`src/rtl/core/nfrs_pkg.sv`:
```
`timescale 1ns / 1ps
`default_nettype none
// ----------------------------------------------------------------------------
// nfrs_pkg: shared types and constants of the nearest free resource search
// Table geometry, operation and status codes, and the command and status
// bundles between the controller and the datapath.
// ----------------------------------------------------------------------------
package nfrs_pkg;

	localparam int ENTRIES    = 256;
	localparam int COORD_BITS = 16;
	localparam int IDX_BITS   = (ENTRIES > 1) ? $clog2(ENTRIES) : 1;
	localparam int CNT_BITS   = $clog2(ENTRIES + 1);
	localparam int SQ_BITS    = 2 * COORD_BITS;
	localparam int DIST_BITS  = SQ_BITS + 1;

	localparam int FUNC_BITS   = 3;
	localparam int STATUS_BITS = 2;
	localparam int KIND_BITS   = 2;
	localparam int PORT_COORD  = 16;

	typedef enum logic [FUNC_BITS-1:0] {
		FN_LOAD      = 3'd0,
		FN_CLEAR     = 3'd1,
		FN_FIND      = 3'd2,
		FN_RESERVE   = 3'd3,
		FN_UNRESERVE = 3'd4,
		FN_REMOVE    = 3'd5
	} func_t;

	typedef enum logic [STATUS_BITS-1:0] {
		ST_OK   = 2'd0,
		ST_NONE = 2'd1,
		ST_FULL = 2'd2
	} status_t;

	typedef logic [COORD_BITS-1:0] coord_t;
	typedef logic [IDX_BITS-1:0]   idx_t;

	typedef struct packed {
		coord_t               x;
		coord_t               y;
		logic [KIND_BITS-1:0] kind;
	} entry_t;

	// controller -> datapath
	typedef struct packed {
		logic capture; // latch the incoming item, arm a new search
		logic step;    // issue the next table slot into the scan pipeline
		logic commit;  // apply the table update and load the result register
	} dp_cmd_t;

	// datapath -> controller
	typedef struct packed {
		logic need_scan; // the held item walks the table
		logic last;      // the slot being issued is the final one
		logic busy;      // scan pipeline still holds slots in flight
		logic out_free;  // result register can take a new result
	} dp_sts_t;

endpackage
`default_nettype wire

```
`src/rtl/core/nfrs_ctrl.sv`:
```
`timescale 1ns / 1ps
`default_nettype none
// ----------------------------------------------------------------------------
// nfrs_ctrl: controller of the nearest free resource search
// Sequences one item at a time: capture, decode, a table scan and pipeline drain
// where the operation needs one, and commit of the table update together with the result.
// ----------------------------------------------------------------------------
module nfrs_ctrl
	import nfrs_pkg::*;
(
	input  wire logic    clk,
	input  wire logic    arst_n,
	input  wire logic    in_valid,
	output logic         in_ready,
	output dp_cmd_t      cmd,
	input  wire dp_sts_t sts
);

	typedef enum logic [2:0] {
		S_IDLE,
		S_DECODE,
		S_SCAN,
		S_DRAIN,
		S_FINISH
	} state_t;

	state_t state_q;

	assign in_ready    = (state_q == S_IDLE);
	assign cmd.capture = (state_q == S_IDLE) && in_valid;
	assign cmd.step    = (state_q == S_SCAN);
	assign cmd.commit  = (state_q == S_FINISH) && sts.out_free;

	always_ff @(posedge clk or negedge arst_n) begin
		if (!arst_n) begin
			state_q <= S_IDLE;
		end else begin
			case (state_q)
				S_IDLE: begin
					if (in_valid) begin
						state_q <= S_DECODE;
					end
				end
				S_DECODE: begin
					state_q <= sts.need_scan ? S_SCAN : S_FINISH;
				end
				S_SCAN: begin
					if (sts.last) begin
						state_q <= S_DRAIN;
					end
				end
				S_DRAIN: begin
					if (!sts.busy) begin
						state_q <= S_FINISH;
					end
				end
				S_FINISH: begin
					if (sts.out_free) begin
						state_q <= S_IDLE;
					end
				end
				default: begin
					state_q <= S_IDLE;
				end
			endcase
		end
	end

endmodule
`default_nettype wire

```
`config.mk`:
```
export PLATFORM = sky130hd
export DESIGN_NAME = nfrs_ctrl
export DESIGN_NICKNAME = d
export VERILOG_FILES = /design/src/rtl/core/nfrs_pkg.sv /design/src/rtl/core/nfrs_ctrl.sv
export SDC_FILE = /design/constraint.sdc
export NUM_CORES = 1
export LEC_CHECK = 0
export ABC_AREA = 0
export BUFFER_PORTS_ARGS = -buffer_cell sky130_fd_sc_hd__buf_2
export CAP_MARGIN = 15
export CORE_AREA = 2 2 39 41
export CTS_CLUSTER_DIAMETER = 120
export DETAILED_ROUTE_END_ITERATION = 6
export DIE_AREA = 0 0 41 43
export GPL_TIMING_DRIVEN = 0
export SYNTH_ARGS = -nofsm -noshare
export SYNTH_HDL_FRONTEND = slang
export SYNTH_SLANG_ARGS = --single-unit
```
`constraint.sdc`:
```
create_clock -name clk -period 1.2 [get_ports clk]
set_clock_uncertainty 0.1 [all_clocks]
set_input_delay 0.18 -clock clk [delete_from_list [all_inputs] [get_ports clk]]
set_output_delay 0.18 -clock clk [all_outputs]
set_load 0.02 [all_outputs]
```
==> results.json, run 1 <==
{
  "drc": 0,
  "p_switching_mw": 0.407,
  "clock_sinks": 3,
  "cp_data_arrival_time_ns": 1.12,
  "grtUsageMet1_pct": 6.86,
  "period_share_pct": 117,
  "cts_root_buf": "clkbuf_4",
  "hold_path_depth": 2,
  "diodes": 0,
  "num_vias": 230,
  "core_area_um2": 1380,
  "drive_above_1_share_pct": 75.6,
  "viasPerCell": 4.04,
  "worstSetupStartpointType": "flip-flop",
  "hpwl_um": 328,
  "rows": 14,
  "grt_util_all_layers_pct": 7.97,
  "rr_worst_depth": 5,
  "die-area_um2": 1760,
  "start_util_pct": 12.3,
  "antenna_found_initial": 0,
  "port_buffers": 10,
  "routedWlPerCell_um": 9.63,
  "die_x_um": 41,
  "violations": "setup timing",
  "area_growth_pct": 129,
  "ir_drop_mv": 0.529,
  "top_regs": "state_q x3",
  "largest-register": "state_q",
  "nets": 49,
  "synth_nets": 27,
  "fin_cells": 57,
  "dr.pass1.iters": 2,
  "largest_register_ffs": 3,
  "p_sw_share_pct": 38.6,
  "ioPinCount": 11,
  "min_path_type": "input pin to flip-flop",
  "dpl_cell_area_um2": 258,
  "power_mw": 1.05,
  "timing_hold_violations_final": 0,
  "worst_slew_pin_slew_ns": 0.197,
  "fin_crit_ns": 1.40,
  "yosysTopAreaCell": "dfrtp_1",
  "dp_cells": 46,
  "yosys-top-cells-area": "dfrtp_1 (44%), a211oi_1 (8.8%), nor2b_1 (7.4%)",
  "cts_tree": "yes",
  "slew-limit-headroom_pct": 86.8,
  "synth_top_area_share_pct": 44.1,
  "initialDrtViolationCount": 1,
  "comb_power_share_pct": 59.2,
  "p_leak_nw": 0.175,
  "crit_type": "flip-flop to output pin",
  "grt-busiest-layer": "met4",
  "finalWirelength_um": 549,
  "cts_buffers": 3,
  "run_status": "finished, violations left",
  "grt_pass1_vias": 230,
  "drv_cap": 0,
  "pwr-share-seq_pct": 23.5,
  "rsz0062_at_grt": "true",
  "htreeDepth": 1,
  "synth.cell_area_um2": 170,
  "fmax_ghz": 0.715,
  "final.setup.worst_slack_ns": -0.199,
  "ys_seq_elements": 3,
  "critPathCaptureType": "output pin",
  "yosysUniqueCellTypes": 13,
  "met2_usage_pct": 10.6,
  "syn_avg_cell_area_um2": 8.51,
  "gr-total-overflow": 0,
  "maxSlewViolCount": 0,
  "met3_usage_pct": 3.14,
  "cp_max_fo": 5,
  "clock_latency_ns": 0.24,
  "grt_pass1_wl_um": 828,
  "clkSlewWorstSetupHoldPaths_ns": 0.04,
  "ctsLongestPathBuffers": 2,
  "finish.utilization_pct": 28.2,
  "synth-seq-area-share_pct": 44.1,
  "grt_max_degree": 7,
  "p_per_area_nw_per_um2": 2700,
  "yosysWarnings": 0,
  "dieHeight_um": 43,
  "routabilityCongestion": 0.744,
  "required_ns": 0.92,
  "ant_nets": 0,
  "clockPowerShare_pct": 17.3,
  "synth_cells": 20,
  "setup_viol": 4,
  "pre_cts_ws_ns": -0.0562,
  "final_area_um2": 390,
  "internal_power_mw": 0.647
}
[cell usage in the layout, fill, tap and decap left out]
cell	n
dlygate4sd3_1	1
o21ai_0	1
nor2_2	1
and3_4	1
o2bb2ai_1	1
nand2_1	3
a211oi_1	2
nor2b_2	2
dfrtp_2	3
and2_4	1
buf_6	5
clkbuf_4	3
a21oi_1	1
buf_4	5
nor3b_2	1
inv_2	1
buf_2	6
clkbuf_1	1
nor3_4	1
nor3_2	1
[synth_stat cells, drive strengths merged]
master	number
nor2b	2
nor3	2
o21ai	1
nor2	1
dfrtp	3
a21oi	1
nor3b	1
and2	1
o2bb2ai	1
inv	1
and3	1
nand2	3
a211oi	2
[logic make-up (layout without fill, tap and decap cells)]
logic type	after synthesis	count (layout)	share of synthesized area [%]
flops	3	3	44.1
buf+inv	1	22	2.20
compound gates	5	5	19.8
simple gates	11	11	33.8
[final cells by class]
type	instances	area, um2
clock buffer	4	26.3
fill	156	993
inverter	1	3.75
multi-input combinational	16	128
sequential	3	78.8
tap	16	20.0
timing repair buffer	17	134
[stage by stage]
stage	hold slack [ns]	TNS, ns
global placement	-0.124	-0.0540
floorplan	-0.216	-0.0871
global route	0.0293	-0.866
finish	0.0216	-0.665
CTS	0.0156	-0.691
detailed placement	-0.124	-0.0704
[layer usage]
| metal | part of all wire [%] | routed length [um] |
|---|---|---|
| met5 | 0 | 0 |
| met4 | 4.6 | 25 |
| met3 | 4.0 | 22 |
| met2 | 50 | 276 |
| met1 | 41 | 224 |
[timing repair]
item                                   CTS  global route
buffers inserted                         5             1
hold buffers                             1             0
gates resized for setup                 12             7
endpoints found under the hold margin    3             0
setup endpoints to repair                4             7
pin swaps                                3             3
[power by group through the flow]
stage	Clock [mW]	Combinational [mW]	Sequential, mW
after floorplan	0	0.235	0.238
after global placement	0	0.308	0.263
after detailed placement	0	0.314	0.259
after CTS	0.190	0.543	0.243
after global routing	0.197	0.675	0.259
final	0.183	0.624	0.248
[worst paths after layout]
path	start	slack, ns	to
hold / removal	sts[0]	0.02	state_q[2]
max in group asynchronous	arst_n	0.72	state_q[0]
hold reg to reg	state_q[0]	0.48	state_q[0]
min in group asynchronous	arst_n	0.16	state_q[2]
setup / recovery	state_q[1]	-0.20	cmd[2]
setup reg to reg	state_q[0]	0.04	state_q[2]
[critical path, cell delays in order, from the launching register on]
cell and delay [ns]:
dfrtp_2 0.44, nor3_4 0.18, and2_4 0.16, buf_6 0.10
Note: power is estimated with default switching activity, not from simulation.
==> run 2, diff against run 1 <==
--- a/config.mk
+++ b/config.mk
@@ -13,6 +13,7 @@
 export DETAILED_ROUTE_END_ITERATION = 6
 export DIE_AREA = 0 0 41 43
 export GPL_TIMING_DRIVEN = 0
+export SKIP_LAST_GASP = 1
 export SYNTH_ARGS = -nofsm -noshare
 export SYNTH_HDL_FRONTEND = slang
 export SYNTH_SLANG_ARGS = --single-unit
==> run 2 against run 1 <==
  * Final cell count is the same
  * Design area shrank 3.2%
  * Largest power group unchanged
  * Sequential power is essentially flat
  * The flow still finishes with violations (setup timing)
  * Die area is the same
  * Total power shrank 2.6%
  * Critical path depth is the same
==> results.json, run 2 (same netlist as run 1, synthesis figures left out) <==
{
  "grt_util_all_layers_pct": 7.97,
  "pre_cts_ws_ns": -0.0562,
  "ctsLongestPathBuffers": 2,
  "cpMaxStageDelayCell": "dfrtp_2",
  "critPathCaptureType": "output pin",
  "worstSetupStartpointType": "flip-flop",
  "nets": 49,
  "cp_top_family": "flip-flops",
  "final.setup.worst_slack_ns": -0.199,
  "slowest_delay_ns": 0.44,
  "grt_pass1_vias": 230,
  "port_buffers": 10,
  "multi_input_area_um2": 123,
  "viasPerCell": 4.02,
  "clock_sinks": 3,
  "routedWlPerCell_um": 9.60,
  "period_share_pct": 117,
  "cp_data_arrival_time_ns": 1.12,
  "dpl_cell_area_um2": 258,
  "fin_crit_ns": 1.40,
  "slew-limit-headroom_pct": 86.8,
  "cp_max_fo": 5,
  "drc": 0,
  "num_vias": 229,
  "fillerInstances": 157,
  "grt_max_degree": 7,
  "routabilityCongestion": 0.744,
  "crit_chain": "nor3_4, and2_4, buf_6",
  "top_regs": "state_q x3",
  "regArea_um2": 78.8,
  "ir_drop_mv": 0.529,
  "p_per_area_nw_per_um2": 2720,
  "ioPinCount": 11,
  "crit_type": "flip-flop to output pin",
  "clock_latency_ns": 0.24,
  "gr-total-overflow": 0,
  "die_x_um": 41,
  "finalWirelength_um": 547,
  "area_growth_pct": 122,
  "setup_viol": 4,
  "htreeDepth": 1,
  "ant_nets": 0,
  "run_status": "finished, violations left",
  "violations": "setup timing",
  "final_area_um2": 378,
  "rows": 14,
  "cp_num_buf_inv": 1,
  "diodes": 0,
  "required_ns": 0.92,
  "largest_register_ffs": 3,
  "grt_pass1_wl_um": 828,
  "hpwl_um": 328,
  "p_leak_nw": 0.175,
  "drv_cap": 0,
  "dr.pass1.iters": 2,
  "antenna_found_initial": 0,
  "largest-register": "state_q",
  "final_cell_mix": "buf_4 (7), buf_2 (6)",
  "initialDrtViolationCount": 2,
  "min_path_type": "input pin to flip-flop",
  "cts_root_buf": "clkbuf_4",
  "cts_tree": "yes",
  "finish.utilization_pct": 27.3,
  "final_common_cell": "buf_4",
  "cts_buffers": 3,
  "die-area_um2": 1760,
  "fmax_ghz": 0.715,
  "worst_slew_pin_slew_ns": 0.197,
  "dieHeight_um": 43,
  "clkSlewWorstSetupHoldPaths_ns": 0.04,
  "timing_hold_violations_final": 0,
  "core_area_um2": 1380,
  "maxSlewViolCount": 0,
  "drive_above_1_share_pct": 73.2,
  "rsz0062_at_grt": "true",
  "start_util_pct": 12.3
}
==> run 2: worst paths after layout <==
check | cells past startpoint | slack, ns | end | start
setup / recovery | 3 | -0.20 | cmd[2] | state_q[1]
hold / removal | 2 | 0.02 | state_q[2] | sts[0]
setup reg to reg | 5 | 0.04 | state_q[2] | state_q[0]
hold reg to reg | 1 | 0.48 | state_q[0] | state_q[0]
max in group asynchronous | 2 | 0.72 | state_q[0] | arst_n
min in group asynchronous | 2 | 0.16 | state_q[2] | arst_n
==> run 2: layout make-up <==
| type | instances | share of cell area, % |
|---|---|---|
| flip-flops and latches | 3 | 20.9 |
| well taps | 16 | 5.30 |
| repair buffers | 17 | 33.4 |
| clock buffers | 4 | 6.95 |
| multi-input cells | 16 | 32.5 |
| inverters | 1 | 0.993 |
==> run 2: layer usage <==
metal	GRT usage (%)	vias to the layer above	share of wire, %
li1	-	113	-
met1	6.86	104	40
met2	10.6	9	51
met3	3.14	3	4.0
met4	12.0	0	4.6
met5	0	-	0
==> run 2: worst register-to-register path: stages (launching register included) <==
cell       delay (ns)
dfrtp_2          0.44
buf_6            0.12
buf_4            0.10
inv_2            0.04
nor3_2           0.16
o2bb2ai_1        0.13
==> run 2: stage by stage <==
step	setup TNS [ns]	cells	power (mW)	hold slack, ns
2_1_floorplan	-0.0871	20	0.473	-0.216
4_1_cts	-0.692	56	0.971	0.0156
5_1_grt	-0.880	57	1.11	0.0240
3_5_place_dp	-0.0704	46	0.573	-0.124
3_3_place_gp	-0.0540	46	0.571	-0.124
6_report	-0.673	57	1.03	0.0176
==> run 2: report_power, final <==
group	leakage, nW	switching, mW	total, mW	internal [mW]
logic	0.125	0.252	0.597	0.345
registers	0.0345	0.0900	0.248	0.158
clock network	0.0150	0.0578	0.183	0.125
==> run 2: what timing repair did <==
item	4_1_cts	5_1_grt
setup endpoints to repair	4	7
gates resized for setup	11	5
hold buffers	1	0
pin swaps	3	4
setup buffers	5	1
hold endpoints to repair	3	0
==> run 3, diff against run 2 <==
--- a/config.mk
+++ b/config.mk
@@ -13,6 +13,7 @@
 export DETAILED_ROUTE_END_ITERATION = 6
 export DIE_AREA = 0 0 41 43
 export GPL_TIMING_DRIVEN = 0
+export REMOVE_ABC_BUFFERS = 1
 export SKIP_LAST_GASP = 1
 export SYNTH_ARGS = -nofsm -noshare
 export SYNTH_HDL_FRONTEND = slang
==> constraint.sdc (replaced) <==
create_clock -name clk -period 1.4 [get_ports clk]
set_clock_uncertainty 0.1 [all_clocks]
set_input_delay 0.21 -clock clk [delete_from_list [all_inputs] [get_ports clk]]
set_output_delay 0.21 -clock clk [all_outputs]
set_load 0.02 [all_outputs]
==> run 3 against run 2 <==
  * The run still ends with setup timing left
  * Clock-buffer cell count stayed put
  * Sequential share of layout area is 2.4 points higher
  * Global-route usage is 0.59 points higher
  * Worst hold slack better by 0.039 ns
  * Register-to-register slack better by 0.21 ns
  * Sequential power is 21% lower
  * First-iteration DRC count is 50% higher
  * Final cell count stayed put
  * Via count is 0.44% lower
  * Utilization is 2.8 points lower
  * Combinational power is 32% lower
==> results.json, run 3 (same netlist as run 1, synthesis figures left out) <==
{
  "final_cell_mix": "buf_2 (8), buf_4 (7), nand2_1 (3), clkbuf_4 (3), dfrtp_2 (3)",
  "viasPerCell": 4.00,
  "gr-total-overflow": 0,
  "grt_pass1_vias": 221,
  "fin_crit_ns": 1.43,
  "rows": 14,
  "drv_cap": 0,
  "routedWlPerCell_um": 9.93,
  "initialDrtViolationCount": 3,
  "maxSlewViolCount": 0,
  "fillerInstances": 162,
  "clock_sinks": 3,
  "clkSlewWorstSetupHoldPaths_ns": 0.04,
  "top_regs": "state_q x3",
  "final_common_cell": "buf_2",
  "die_x_um": 41,
  "rsz0062_at_grt": "true",
  "dr.pass1.iters": 4,
  "drive_above_1_share_pct": 56.1,
  "cp_data_arrival_time_ns": 1.12,
  "grt_max_degree": 8,
  "ioPinCount": 11,
  "rr_worst_depth": 4,
  "ir_drop_mv": 0.417,
  "grt_util_all_layers_pct": 8.56,
  "antenna_found_initial": 0,
  "cts_tree": "yes",
  "min_path_type": "input pin to flip-flop",
  "largest-register": "state_q",
  "rr_endpoint": "state_q[0]",
  "hp-start": "sts[0]",
  "largest_register_ffs": 3,
  "cp_max_fo": 5,
  "diodes": 0,
  "port_buffers": 10,
  "power_mw": 0.758,
  "cts_buffers": 3,
  "setup_viol": 3,
  "crit_chain": "nor3_2, and2_1, buf_6",
  "r2r_slack_ns": 0.25,
  "hold_path_depth": 2,
  "slew-limit-headroom_pct": 85.4,
  "final_area_um2": 339,
  "ctsLongestPathBuffers": 2,
  "area_growth_pct": 99.3,
  "crit_type": "flip-flop to output pin",
  "num_vias": 228,
  "timing_hold_violations_final": 0,
  "die-area_um2": 1760,
  "ant_nets": 0,
  "run_status": "finished, violations left",
  "period_share_pct": 102,
  "p_leak_nw": 0.163,
  "reg2reg_from": "state_q[1]",
  "worstSetupStartpointType": "flip-flop",
  "clock_latency_ns": 0.23,
  "start_util_pct": 12.3,
  "fmax_ghz": 0.699,
  "violations": "setup timing",
  "crit_start": "state_q[2]",
  "cpMaxStageDelayCell": "dfrtp_2",
  "slowest_delay_ns": 0.43,
  "htreeDepth": 1,
  "finalWirelength_um": 566,
  "cp-endpoint": "cmd[2]",
  "tns_ns": -0.0560,
  "nets": 49,
  "worst_slew_pin_slew_ns": 0.217,
  "drc": 0,
  "required_ns": 1.09,
  "dieHeight_um": 43,
  "p_per_area_nw_per_um2": 2240,
  "cts_root_buf": "clkbuf_4",
  "final.setup.worst_slack_ns": -0.0315,
  "critPathCaptureType": "output pin",
  "hold_slack_ns": 0.0564,
  "dpl_cell_area_um2": 240,
  "grt_pass1_wl_um": 869,
  "routabilityCongestion": 0.754,
  "core_area_um2": 1380
}
==> run 3: cell counts in the layout (fill, tap and decap cells not counted) <==
No cell type changed its count.
==> run 3: area by class of cell <==
type	instances	area [um2]	area share [%]
sequential	3	78.8	23.2
inverter	1	3.75	1.11
clock buffer	4	26.3	7.75
timing repair buffer	17	114	33.6
multi-input combinational	16	96.3	28.4
tap	16	20.0	5.90
==> run 3: power by group <==
group          switching [mW]  internal (mW)  leakage [nW]  total, mW
Clock                  0.0484          0.107        0.0150      0.155
Sequential             0.0598          0.135        0.0345      0.195
Combinational           0.190          0.217         0.114      0.408
==> run 3: worst max-delay path, delay by kind of cell, from the launching register on <==
| family | cells | cell delay (ns) |
|---|---|---|
| AND/OR/NAND/NOR | 2 | 0.35 |
| flip-flops | 1 | 0.43 |
| buffers and inverters | 1 | 0.11 |
==> run 3: metal layers <==
layer  GRT usage, %  vias to the layer above  share of wire, %
met5              0                        -                 0
met4           12.0                        0                 0
met3           4.71                        0               4.9
met2           10.6                        8                56
met1           7.79                      106                39
li1               -                      114                 -
==> run 3: worst min path at each step <==
stage,to,slack [ns]
2_1_floorplan,state_q[0],-0.19
3_3_place_gp,state_q[0],-0.09
3_5_place_dp,state_q[0],-0.09
4_1_cts,state_q[2],0.05
5_1_grt,state_q[2],0.06
6_report,state_q[2],0.06
==> run 3: stage by stage <==
step	setup WS, ns	std cells	util, %
floorplan	-0.208	20	-
global placement	0.128	46	17.4
detailed placement	0.108	46	17.4
CTS	-0.0338	55	23.4
global route	-0.102	57	24.5
finish	-0.0315	57	24.5
==> run 3: what timing repair did <==
action / CTS / global route
endpoints found under the setup margin: 4 / 4
hold endpoints to repair: 3 / 0
pin swaps: 2 / 2
resized for setup: 7 / 0
hold buffers: 1 / 0
buffers inserted: 4 / 2
